**src/rtl/prtt_pkg.sv**
```systemverilog
// Package for the pending request timeout table.
// Holds sizes, action and event codes, and the transfer structs used by every module but prtt_ram.
package prtt_pkg;

    localparam int TABLE_DEPTH = 16;
    localparam int IDX_W       = (TABLE_DEPTH > 1) ? $clog2(TABLE_DEPTH) : 1;
    localparam int TAG_W       = 32;
    localparam int TIME_W      = 16;
    localparam int ENTRY_W     = TAG_W + TIME_W;

    localparam int APB_AW = 3;
    localparam int APB_DW = 32;

    localparam logic [TIME_W-1:0] TIMEOUT_RESET = 16'd10;
    localparam logic              REG_TIMEOUT   = 1'b0;

    typedef enum logic [1:0] {
        ACT_ADD   = 2'd0,
        ACT_RESP  = 2'd1,
        ACT_TICK  = 2'd2,
        ACT_CLEAR = 2'd3
    } t_action;

    typedef enum logic [2:0] {
        EV_ADDED     = 3'd0,
        EV_DUPLICATE = 3'd1,
        EV_FULL      = 3'd2,
        EV_DELIVERED = 3'd3,
        EV_UNMATCHED = 3'd4,
        EV_TIMEOUT   = 3'd5
    } t_event;

    typedef struct packed {
        t_action           action;
        logic [TAG_W-1:0]  serial_tag;
    } t_in_item;

    typedef struct packed {
        t_event            event_kind;
        logic [TAG_W-1:0]  event_tag;
        logic              last_event;
    } t_out_item;

    // one result handed from the engine to the output register
    typedef struct packed {
        logic      valid;
        t_out_item item;
    } t_evt_push;

endpackage

```
**src/rtl/prtt_ram.sv**
```systemverilog
// Generic single-port-write, single-port-read RAM with registered read data.
// Standalone; no package dependency.
module prtt_ram #(
    parameter int WIDTH = 8,
    parameter int DEPTH = 16,
    parameter int AW    = (DEPTH > 1) ? $clog2(DEPTH) : 1
) (
    input  logic             i_clk,
    input  logic             i_we,
    input  logic [AW-1:0]    i_waddr,
    input  logic [WIDTH-1:0] i_wdata,
    input  logic [AW-1:0]    i_raddr,
    output logic [WIDTH-1:0] o_rdata
);

    logic [WIDTH-1:0] r_mem [DEPTH];
    logic [WIDTH-1:0] r_rdata;

    always_ff @(posedge i_clk) begin
        if (i_we) begin
            r_mem[i_waddr] <= i_wdata;
        end
        r_rdata <= r_mem[i_raddr];
    end

    assign o_rdata = r_rdata;

endmodule

```
**src/rtl/prtt_cmp.sv**
```systemverilog
// Shared compare unit: tag match for add/response, age check for tick.
// Depends on prtt_pkg for field widths.
module prtt_cmp
    import prtt_pkg::*;
(
    input  logic              i_age_mode,
    input  logic              i_slot_valid,
    input  logic [TAG_W-1:0]  i_key_tag,
    input  logic [TAG_W-1:0]  i_slot_tag,
    input  logic [TIME_W-1:0] i_time_now,
    input  logic [TIME_W-1:0] i_start,
    input  logic [TIME_W-1:0] i_timeout,
    output logic              o_hit
);

    logic [TIME_W-1:0] age;

    // age wraps with the time counter
    assign age   = i_time_now - i_start;
    assign o_hit = i_slot_valid && (i_age_mode ? (age >= i_timeout)
                                               : (i_key_tag == i_slot_tag));

endmodule

```
**src/rtl/prtt_engine.sv**
```systemverilog
// Sequencer walking the table one slot per cycle via the shared compare unit, unless a tick stalls on output.
// Depends on prtt_pkg, prtt_ram and prtt_cmp.
module prtt_engine
    import prtt_pkg::*;
(
    input  logic              i_clk,
    input  logic              i_rst_n,
    input  logic              i_valid,
    input  t_in_item          i_item,
    output logic              o_busy,
    input  logic [TIME_W-1:0] i_timeout,
    input  logic              i_out_free,
    output t_evt_push         o_push
);

    typedef enum logic [2:0] {
        ST_IDLE = 3'b001,
        ST_SCAN = 3'b010,
        ST_DONE = 3'b100
    } t_state;

    localparam logic [IDX_W-1:0] LAST_IDX = IDX_W'(TABLE_DEPTH - 1);

    t_state                  r_state, n_state;
    logic [IDX_W-1:0]        r_idx, n_idx;
    t_action                 r_act, n_act;
    logic [TAG_W-1:0]        r_tag, n_tag;
    logic [TIME_W-1:0]       r_time, n_time;
    logic [TABLE_DEPTH-1:0]  r_slot_valid, n_slot_valid;
    logic                    r_hit, n_hit;
    logic [IDX_W-1:0]        r_hit_idx, n_hit_idx;
    logic                    r_free_found, n_free_found;
    logic [IDX_W-1:0]        r_free_idx, n_free_idx;
    logic                    r_held_valid, n_held_valid;
    logic [TAG_W-1:0]        r_held_tag, n_held_tag;

    logic                    we;
    logic [IDX_W-1:0]        waddr;
    logic [ENTRY_W-1:0]      wdata;
    logic [ENTRY_W-1:0]      rdata;
    logic [TAG_W-1:0]        rd_tag;
    logic [TIME_W-1:0]       rd_start;
    logic                    cur_valid;
    logic                    slot_hit;
    logic                    advance;
    t_evt_push               push;

    // read address follows the next index so data for r_idx is ready in ST_SCAN
    prtt_ram #(
        .WIDTH (ENTRY_W),
        .DEPTH (TABLE_DEPTH),
        .AW    (IDX_W)
    ) u_entry_ram (
        .i_clk   (i_clk),
        .i_we    (we),
        .i_waddr (waddr),
        .i_wdata (wdata),
        .i_raddr (n_idx),
        .o_rdata (rdata)
    );

    assign rd_tag    = rdata[ENTRY_W-1:TIME_W];
    assign rd_start  = rdata[TIME_W-1:0];
    assign cur_valid = r_slot_valid[r_idx];

    prtt_cmp u_cmp (
        .i_age_mode   (r_act == ACT_TICK),
        .i_slot_valid (cur_valid),
        .i_key_tag    (r_tag),
        .i_slot_tag   (rd_tag),
        .i_time_now   (r_time),
        .i_start      (rd_start),
        .i_timeout    (i_timeout),
        .o_hit        (slot_hit)
    );

    always_comb begin
        n_state      = r_state;
        n_idx        = r_idx;
        n_act        = r_act;
        n_tag        = r_tag;
        n_time       = r_time;
        n_slot_valid = r_slot_valid;
        n_hit        = r_hit;
        n_hit_idx    = r_hit_idx;
        n_free_found = r_free_found;
        n_free_idx   = r_free_idx;
        n_held_valid = r_held_valid;
        n_held_tag   = r_held_tag;
        we           = 1'b0;
        waddr        = r_free_idx;
        wdata        = {r_tag, r_time};
        push         = '0;
        advance      = 1'b1;

        case (r_state)
            ST_IDLE: begin
                if (i_valid) begin
                    if (i_item.action == ACT_CLEAR) begin
                        n_slot_valid = '0;
                    end else begin
                        n_act        = i_item.action;
                        n_tag        = i_item.serial_tag;
                        n_idx        = '0;
                        n_hit        = 1'b0;
                        n_free_found = 1'b0;
                        n_held_valid = 1'b0;
                        n_state      = ST_SCAN;
                        if (i_item.action == ACT_TICK) begin
                            n_time = r_time + 1'b1;
                        end
                    end
                end
            end
            ST_SCAN: begin
                if (r_act == ACT_TICK) begin
                    if (slot_hit) begin
                        // hold the newest expiry; the previous one is now known not last
                        if (r_held_valid && !i_out_free) begin
                            advance = 1'b0;
                        end else begin
                            if (r_held_valid) begin
                                push.valid           = 1'b1;
                                push.item.event_kind = EV_TIMEOUT;
                                push.item.event_tag  = r_held_tag;
                                push.item.last_event = 1'b0;
                            end
                            n_held_valid        = 1'b1;
                            n_held_tag          = rd_tag;
                            n_slot_valid[r_idx] = 1'b0;
                        end
                    end
                end else begin
                    if (!cur_valid && !r_free_found) begin
                        n_free_found = 1'b1;
                        n_free_idx   = r_idx;
                    end
                    if (slot_hit) begin
                        n_hit     = 1'b1;
                        n_hit_idx = r_idx;
                        n_state   = ST_DONE;
                        advance   = 1'b0;
                    end
                end
                if (advance) begin
                    if (r_idx == LAST_IDX) begin
                        n_state = ST_DONE;
                    end else begin
                        n_idx = r_idx + 1'b1;
                    end
                end
            end
            ST_DONE: begin
                case (r_act)
                    ACT_ADD: begin
                        if (i_out_free) begin
                            push.valid           = 1'b1;
                            push.item.event_tag  = r_tag;
                            push.item.last_event = 1'b1;
                            if (r_hit) begin
                                push.item.event_kind = EV_DUPLICATE;
                            end else if (r_free_found) begin
                                push.item.event_kind     = EV_ADDED;
                                we                       = 1'b1;
                                n_slot_valid[r_free_idx] = 1'b1;
                            end else begin
                                push.item.event_kind = EV_FULL;
                            end
                            n_state = ST_IDLE;
                        end
                    end
                    ACT_RESP: begin
                        if (i_out_free) begin
                            push.valid           = 1'b1;
                            push.item.event_tag  = r_tag;
                            push.item.last_event = 1'b1;
                            if (r_hit) begin
                                push.item.event_kind    = EV_DELIVERED;
                                n_slot_valid[r_hit_idx] = 1'b0;
                            end else begin
                                push.item.event_kind = EV_UNMATCHED;
                            end
                            n_state = ST_IDLE;
                        end
                    end
                    ACT_TICK: begin
                        if (!r_held_valid) begin
                            n_state = ST_IDLE;
                        end else if (i_out_free) begin
                            push.valid           = 1'b1;
                            push.item.event_kind = EV_TIMEOUT;
                            push.item.event_tag  = r_held_tag;
                            push.item.last_event = 1'b1;
                            n_held_valid         = 1'b0;
                            n_state              = ST_IDLE;
                        end
                    end
                    default: begin
                        n_state = ST_IDLE;
                    end
                endcase
            end
            default: begin
                n_state = ST_IDLE;
            end
        endcase
    end

    always_ff @(posedge i_clk) begin
        if (!i_rst_n) begin
            r_state      <= ST_IDLE;
            r_idx        <= '0;
            r_act        <= ACT_ADD;
            r_time       <= '0;
            r_slot_valid <= '0;
            r_hit        <= 1'b0;
            r_free_found <= 1'b0;
            r_held_valid <= 1'b0;
        end else begin
            r_state      <= n_state;
            r_idx        <= n_idx;
            r_act        <= n_act;
            r_time       <= n_time;
            r_slot_valid <= n_slot_valid;
            r_hit        <= n_hit;
            r_free_found <= n_free_found;
            r_held_valid <= n_held_valid;
        end
    end

    always_ff @(posedge i_clk) begin
        r_tag      <= n_tag;
        r_hit_idx  <= n_hit_idx;
        r_free_idx <= n_free_idx;
        r_held_tag <= n_held_tag;
    end

    assign o_busy = (r_state != ST_IDLE);
    assign o_push = push;

`ifndef SYNTH
    a_push_needs_room: assert property (@(posedge i_clk) disable iff (!i_rst_n)
        push.valid |-> i_out_free)
        else $error("result pushed while output register is blocked");

    a_no_push_in_lookup: assert property (@(posedge i_clk) disable iff (!i_rst_n)
        (r_state == ST_SCAN && r_act != ACT_TICK) |-> !push.valid)
        else $error("lookup walk produced a result before finishing");

    a_added_writes_entry: assert property (@(posedge i_clk) disable iff (!i_rst_n)
        (push.valid && push.item.event_kind == EV_ADDED) |-> (we && !r_slot_valid[r_free_idx]))
        else $error("added event without writing a free slot");

    a_tick_advances_time: assert property (@(posedge i_clk) disable iff (!i_rst_n)
        (r_state == ST_IDLE && i_valid && i_item.action == ACT_TICK)
        |=> (r_time == TIME_W'($past(r_time) + 1'b1)))
        else $error("tick did not advance the time counter");

    a_done_releases: assert property (@(posedge i_clk) disable iff (!i_rst_n)
        (r_state == ST_DONE && i_out_free) |=> (r_state == ST_IDLE))
        else $error("sequencer stuck after finishing an item");
`endif

endmodule

```
**src/rtl/pending_request_timeout_table.sv**
```systemverilog
// An add or response walks the table until a hit or the last slot, then its result is
// pushed to the output register from ST_DONE; a tick's timeouts stream out during its walk,
// the last one from ST_DONE; output stalls can hold both; a clear just empties the table.
// A new item is stalled until the last one is through, as the walk is paced by the entry
// RAM with its single registered read port and the one shared compare unit.
// Reset (synchronous, active low) empties the table, zeroes time, sets timeout to 10.
module pending_request_timeout_table
    import prtt_pkg::*;
(
    input  logic              i_clk,
    input  logic              i_rst_n,
    input  logic              i_in_valid,
    output logic              o_in_stall,
    input  t_in_item          i_in_data,
    output logic              o_out_valid,
    input  logic              i_out_stall,
    output t_out_item         o_out_data,
    input  logic              psel,
    input  logic              penable,
    input  logic              pwrite,
    input  logic [APB_AW-1:0] paddr,
    input  logic [APB_DW-1:0] pwdata,
    output logic [APB_DW-1:0] prdata,
    output logic              pready
);

    logic [TIME_W-1:0] r_timeout;
    logic              r_out_valid;
    t_out_item         r_out_data;
    logic              busy;
    logic              out_free;
    t_evt_push         push;

    assign pready = 1'b1;
    assign prdata = (paddr[2] == REG_TIMEOUT) ? {{(APB_DW-TIME_W){1'b0}}, r_timeout} : '0;

    always_ff @(posedge i_clk) begin
        if (!i_rst_n) begin
            r_timeout <= TIMEOUT_RESET;
        end else if (psel && penable && pwrite && (paddr[2] == REG_TIMEOUT)) begin
            r_timeout <= pwdata[TIME_W-1:0];
        end
    end

    prtt_engine u_engine (
        .i_clk      (i_clk),
        .i_rst_n    (i_rst_n),
        .i_valid    (i_in_valid),
        .i_item     (i_in_data),
        .o_busy     (busy),
        .i_timeout  (r_timeout),
        .i_out_free (out_free),
        .o_push     (push)
    );

    assign o_in_stall = busy;

    // output register: refill in the same cycle the held transfer drains
    assign out_free = !r_out_valid || !i_out_stall;

    always_ff @(posedge i_clk) begin
        if (!i_rst_n) begin
            r_out_valid <= 1'b0;
        end else if (push.valid) begin
            r_out_valid <= 1'b1;
        end else if (!i_out_stall) begin
            r_out_valid <= 1'b0;
        end
    end

    always_ff @(posedge i_clk) begin
        if (push.valid) begin
            r_out_data <= push.item;
        end
    end

    assign o_out_valid = r_out_valid;
    assign o_out_data  = r_out_data;

endmodule
```
**config.mk**
```make
export PLATFORM = sky130hd
export DESIGN_NAME = pending_request_timeout_table
export DESIGN_NICKNAME = d
export VERILOG_FILES = /design/src/rtl/prtt_pkg.sv /design/src/rtl/prtt_ram.sv /design/src/rtl/prtt_cmp.sv /design/src/rtl/prtt_engine.sv /design/src/rtl/pending_request_timeout_table.sv
export SDC_FILE = /design/constraint.sdc
export NUM_CORES = 1
export LEC_CHECK = 0
export ABC_AREA = 1
export BUFFER_PORTS_ARGS = -buffer_cell sky130_fd_sc_hd__buf_2
export CELL_PAD_IN_SITES_DETAIL_PLACEMENT = 2
export CELL_PAD_IN_SITES_GLOBAL_PLACEMENT = 2
export CORE_MARGIN = 10
export CORE_UTILIZATION = 40
export DETAILED_ROUTE_END_ITERATION = 8
export GPL_ROUTABILITY_DRIVEN = 0
export PLACE_DENSITY_LB_ADDON = 0.08
export SETUP_SLACK_MARGIN = 0.3
export SYNTH_ARGS = -nofsm -noshare
export SYNTH_HDL_FRONTEND = slang
export SYNTH_SLANG_ARGS = --single-unit
```
**constraint.sdc**
```tcl
create_clock -name i_clk -period 15.3 [get_ports i_clk]
set_input_delay 0 -clock i_clk [delete_from_list [all_inputs] [get_ports i_clk]]
set_output_delay 0 -clock i_clk [all_outputs]
set_load 0.01 [all_outputs]
```
Yosys cells after proc, flatten, opt, wreduce, memory -nomap -nowiden
Memory sizes are Yosys's and may differ from the RTL's. A register that Yosys moved wholly into a read port is not among the register bits.
Index checks and enable logic that the tools add are counted.
{ "totals": {"wordCells": 171, "reg_bits": 169, "memories": 1, "ramBits": 768} }
{ "memory_table": {"columns": ["name", "depth", "word_bits", "rd", "rd_ports_with_merged_regs", "wr", "line_no", "text"], "rows": [
  ["u_engine.u_entry_ram.r_mem", 16, 48, 1, 1, 1, "prtt_ram.sv:16", "logic [WIDTH-1:0] r_mem [DEPTH];"]
]} }
{ "classes": {"n_eq_ne": 26, "n_mux": 79, "n_addsub": 3, "n_reduce_logical": 29, "bitwise_logic": 9, "magnitude_cmp": 7} }
{ "ops": {"columns": ["op", "n"], "rows": [
  ["$mux 37", 8],
  ["$mux 16", 11],
  ["$pmux 37 s3", 1],
  ["$pmux 37 s2", 1],
  ["$pmux 16 s3", 1],
  ["$and 16x16->16", 2],
  ["$eq 32x32->1", 1],
  ["$not 16->16", 2],
  ["$pmux 16 s2", 1],
  ["$mux 1", 31],
  ["$mux 3", 10],
  ["$add 16x1->16 const B", 1],
  ["$ge 16x16->1", 1],
  ["$mux 4", 4],
  ["$or 16x16->16", 1],
  ["$sub 16x16->16", 1],
  ["$lt 4x5->1 const B", 3],
  ["$demux 1 s4", 3],
  ["$ge 4x1->1 const B", 3],
  ["$ne 2x2->1 const B", 6],
  ["$ne 3x2->1 const B", 4],
  ["$reduce_and 12->1", 1],
  ["$reduce_and 5->1", 2],
  ["$logic_and 1x1->1", 9],
  ["other kinds (28)", 45]
]} }

Depth between registers and ports, before layout
{ "depth": {"depth_word": 10, "depth_mapped": 33} }

Hierarchy
From an unflattened synthesis, not the netlist that was laid out.
{ "hier_totals": {"hier_cells": 4409, "area_unflattened_um2": 43728.2} }
{ "by_module_without_submodules": {"columns": ["mod", "seq_area_each_um2", "instances", "cells_each", "area_each_um2"], "rows": [
  ["prtt_ram", 24023.0, 1, 3165, 33988.8],
  ["prtt_engine", 3042.9, 1, 743, 5849.4],
  ["pending_request_timeout_table", 1421.4, 1, 198, 2153.3],
  ["prtt_cmp", 0.0, 1, 303, 1736.7]
]} }

Worst setup path after synthesis
OpenSTA, ideal clock, no wires.
{ "synth_timing": {"kind": "reg-to-reg", "startpoint": "register u_engine.r_time[0]", "endpoint": "register r_out_data (netlist bit o_out_data[0]) (enable)", "setup_ps": 444, "stages_incl_launch_ff": 25, "t_arrival_ps": 5449, "period_less_slack_ps": 5893, "setup_slack_ps": 9407, "cell_sequence": "dfxtp_1 inv_1 ha_1 fa_1 inv_1 a31oi_1 o21bai_1 nand2_1 nand2_1 nand2_1 nand2_1 nand2_1 a21oi_1 a21o_1 a21oi_1 xor2_1 ha_1 nand4_1 nor3_1 nand2_1 nand3_1 nand3_1 nor2_1 inv_1 o22ai_1"} }
{ "synth_rtl": {"columns": ["element", "line_no", "text"], "rows": [
  ["from (decl)", "prtt_engine.sv:28", "logic [TIME_W-1:0] r_time, n_time;"],
  ["from (signal assigned)", "prtt_engine.sv:223", "r_time <= n_time;"],
  ["to (signal assigned)", "pending_request_timeout_table.sv:73", "r_out_data <= push.item;"],
  ["to (decl)", "pending_request_timeout_table.sv:29", "t_out_item r_out_data;"]
]} }

Final worst setup path
{ "layout_timing": {"startpoint": "register u_engine.r_time[0]", "endpoint": "register u_engine.u_entry_ram.r_rdata[4] (netlist: u_engine.u_entry_ram.o_rdata[4]), read port of u_engine.u_entry_ram.r_mem"} }
{ "layout_via": {"elab_chain_len": 9, "elab_cells_between_ends": 10, "classes_between": "add/sub: 1; order compare: 1; mux: 7; reduce/logical: 1"} }
{ "layout_lines": {"columns": ["element", "line_no", "text"], "rows": [
  ["$sub 16x16->16 *", "prtt_cmp.sv:19", "assign age = i_time_now - i_start;"],
  ["$ge 16x16->1 *", "prtt_cmp.sv:20", "assign o_hit = i_slot_valid && (i_age_mode ? (age >= i_timeout)"],
  ["$mux 1 *", "prtt_cmp.sv:20", null],
  ["$logic_and 1x1->1 *", "prtt_cmp.sv:20", null],
  ["$mux 1 (on tied branches)", "prtt_engine.sv:138, prtt_engine.sv:117", null],
  ["$mux 1 *", "prtt_engine.sv:116", "if (r_act == ACT_TICK) begin"],
  ["$mux 1 *", "prtt_engine.sv:96", "case (r_state)"],
  ["$mux 4 *", "prtt_engine.sv:145", "if (advance) begin"],
  ["$pmux 4 s2 *", "prtt_engine.sv:96", null],
  ["to (decl)", "prtt_ram.sv:17", "logic [WIDTH-1:0] r_rdata;"]
]} }
Mark *: on every way between the ends. The rest lies on a longest branch, timed or not. The select of a mux whose other input is x is not followed.
A chain may end at the register's enable or synchronous reset.

==> metrics.md <==
| Metric | Value |
|---|---|
| Unrepaired setup endpoints after global routing | `no` |
| DR vias | `31700` |
| Leading cell types in the layout, fill and taps excluded | `917 x nand3_1, 876 x edfxtp_1, 779 x nand2_1` |
| Crit. End Element | `flip-flop` |
| Critical Path RT | `15.86 ns` |
| Port Buffer Count | `111` |
| Grt ovf | `0` |
| Switching Share | `22.2%` |
| Non-filler cells, final | `5792` |
| Placed insts | `5480` |
| Min-delay worst type | `in -> reg` |
| Pin count of the biggest net entering global routing | `188` |
| Chip Height | `350 um` |
| Site row count | `120` |
| Synthesized flop and latch total | `985` |
| Antenna viol nets, final | `0` |
| Clk Latency, worst-skew pair | `0.70 ns` |
| Arr. time, crit path | `7.86 ns` |
| Via-to-Cell Ratio | `5.48` |
| Power share of the clock group | `45.4%` |
| Setup_tns | `0 ns` |
| Net Switching | `1.31 mW` |
| Nature of the critical path startpoint | `flip-flop` |
| Synth warn | `0` |
| Cts bufs inserted | `113` |
| Post-layout min period | `7.30 ns` |
| CTS tree | `done` |
| Routed len/inst | `25.4 um` |
| Setup CP Type | `reg -> reg` |
| Status | `complete, no violations` |
| Core area | `108000 um2` |
| Layout cells sized above 1 | `8.48%` |
| CTS max path bufs | `3` |
| I/O Pins | `147` |
| Worst Max-Slew Pin Slew | `1.13 ns` |
| Htree depth | `3` |
| Setup Fix Bufs, Post-CTS | `0` |
| Tcrit/Tclk final | `47.7%` |
| Final Max Tran Viols | `0` |
| Cells after Synth | `4145` |
| CTS Hold Bufs | `98` |
| Worst-path clk slew | `0.06 ns` |
| Core Util, Final | `46.4%` |
| Final setup skew | `0.0219 ns` |
| Layout Nets | `4403` |
| 1st-pass router iterations | `5` |
| CP Max Fanout | `50` |
| Worst vdd ir | `86.9 uV` |
| Mapped Area | `43500 um2` |
| Gr usage total | `23.8%` |
| Die W | `350 um` |
| WL final | `147000 um` |
| DR iter-0 viols | `2129` |
| Pint | `4.59 mW` |
| Avg Inst Size Synth | `10.5 um2` |
| PwrDens | `118 nW/um2` |
| Register area share after synthesis | `65.5%` |
| Combinational power share | `4.2%` |
| CTS root buf | `clkbuf_16` |
| Fmax | `137 MHz` |
| Ant diodes | `0` |
| DRC violation count after routing | `0` |
| Initial antenna violation count | `8` |
| Hpwl dp | `77700 um` |
| Final setup fails | `0` |
| Hold Vio Cnt, Final | `0` |
| Layout Area Growth over Synthesis | `14.6%` |
| Number of global-route vias before repair | `34700` |
| Slew headroom | `24.5%` |
| Initial Util | `40.5%` |
| Sink Count | `985` |
| CTS resizes | `0` |
| Sequential Power Share | `50.4%` |
| Commonest non-fill, non-tap cell in the layout | `nand3_1` |
| Netlist cell types | `52` |
| Die area | `122000 um2` |
| Max-cap viol count | `0` |
| LEAKAGE | `19.7 nW` |
| First-pass GRT wire length | `221000 um` |
## logic make-up after synthesis
logic type / synth area share, %
flip-flops: 65.5
AO/OA/AOI/OAI: 3.49
buffers and inverters: 8.55
XOR/XNOR: 0.825
adder cells (fa/ha/maj): 1.08
other: 0.0173
AND/OR/NAND/NOR: 20.6
## power by group through the flow
stage               Sequential (mW)  Combinational [mW]  Clock [mW]
floorplan                      3.02               0.151           0
global placement               3.02               0.217           0
detailed placement             3.03               0.225           0
CTS                            2.97               0.246        2.72
global route                   2.97               0.277        2.83
finish                         2.97               0.246        2.68
## final timing paths
check | slack (ns) | endpoint | cells after the start | from
worst min-delay path | 0.03 | u_engine.r_tag[29] | 2 | i_in_data[29]
worst min register to register | 0.46 | u_engine.r_held_tag[0] | 0 | u_engine.u_entry_ram.o_rdata[16]
worst max-delay path | 8.00 | u_engine.u_entry_ram.o_rdata[4] | 26 | u_engine.r_time[0]
worst max register to register | 8.00 | u_engine.u_entry_ram.o_rdata[4] | 26 | u_engine.r_time[0]
## cells in the mapped netlist, drive strengths merged
| cell type | count | area share [%] |
|---|---|---|
| nand4 | 9 | 0.14 |
| a21oi | 76 | 0.87 |
| o221a | 8 | 0.21 |
| o21ai | 99 | 1.1 |
| a31oi | 2 | 0.029 |
| ha | 36 | 1.0 |
| o221ai | 1 | 0.020 |
| nor2 | 89 | 0.79 |
| nor3 | 17 | 0.23 |
| nor4 | 15 | 0.22 |
| xnor2 | 28 | 0.56 |
| nand3 | 920 | 11 |
| or4 | 1 | 0.017 |
| a221oi | 6 | 0.12 |
| o21bai | 2 | 0.035 |
| xor2 | 13 | 0.26 |
| a32o | 1 | 0.023 |
| conb | 2 | 0.017 |
| edfxtp | 876 | 60 |
| and2 | 1 | 0.014 |
| buf | 173 | 2.4 |
| nor2b | 1 | 0.014 |
| o31ai | 2 | 0.035 |
| o21a | 2 | 0.035 |
| o22ai | 3 | 0.043 |
| clkinv | 3 | 0.026 |
| and3 | 1 | 0.014 |
| a21o | 3 | 0.052 |
| o41ai | 2 | 0.040 |
| inv | 631 | 5.4 |
| dfxtp | 109 | 5.0 |
| o211ai | 2 | 0.035 |
| a311oi | 4 | 0.081 |
| fa | 1 | 0.046 |
| a22oi | 32 | 0.55 |
| clkbuf | 80 | 0.69 |
| nand2 | 785 | 6.8 |
| nor3b | 1 | 0.017 |
| nand3b | 98 | 1.7 |
| a211oi | 10 | 0.17 |
## state kept, by name, indices dropped and copies added (netlist names)
register / flops
o_out_data: 36
o_out_valid: 1
r_timeout: 16
u_engine.r_act: 2
u_engine.r_free_found: 1
u_engine.r_free_idx: 4
u_engine.r_held_tag: 32
u_engine.r_held_valid: 1
u_engine.r_hit: 1
u_engine.r_hit_idx: 4
u_engine.r_idx: 4
u_engine.r_slot_valid: 16
u_engine.r_state: 3
u_engine.r_tag: 32
u_engine.r_time: 16
u_engine.u_entry_ram.o_rdata: 48
u_engine.u_entry_ram.r_mem: 768
## final cells by class
class | instances | area (um2)
Clock buffer | 170 | 3230
Clock inverter | 44 | 393
Fill cell | 11000 | 57600
Inverter | 634 | 2390
Multi-Input combinational cell | 2288 | 11600
Sequential cell | 985 | 28500
Tap cell | 1403 | 1760
Timing Repair Buffer | 268 | 2030
## through the flow
step / hold slack (ns) / setup WS, ns / total power, mW / area [um2]
final: 0.0346 / 8.00 / 5.90 / 49900
after floorplan: 0.0989 / 9.41 / 3.17 / 43600
after detailed placement: 0.178 / 7.97 / 3.25 / 45300
after CTS: 0.00138 / 7.91 / 5.94 / 49900
after global placement: 0.176 / 8.14 / 3.24 / 45300
after global routing: 0.0203 / 7.28 / 6.08 / 49900
## routing by layer
layer	share of wire, %	global-route usage, %	vias up
li1	-	-	14300
met1	44	30.5	16600
met2	50	42.2	631
met3	3.9	3.01	205
met4	2.4	5.74	4
met5	0.013	0	-
## critical path, cell delays in order, from the launching register on
cell and delay [ns]:
dfxtp_1 0.68, inv_1 0.19, ha_1 0.27, nand3b_1 0.16
and2_1 0.20, o221ai_1 0.36, a21oi_1 0.13, o21ai_0 0.32
a31oi_1 0.18, o21ai_0 0.26, xor2_1 0.25, inv_1 0.09
ha_1 0.31, nand4_1 0.13, nor3_1 0.25, nand2_1 0.09
nand3_1 0.19, nand4_2 0.21, nand2_1 0.11, inv_1 0.05
o21ai_1 0.21, nand2_4 0.38, inv_4 0.78, buf_4 0.86
nand3_1 0.19, nand3_1 0.14, nand2_1 0.11
Note: power is estimated with default switching activity, not from simulation.
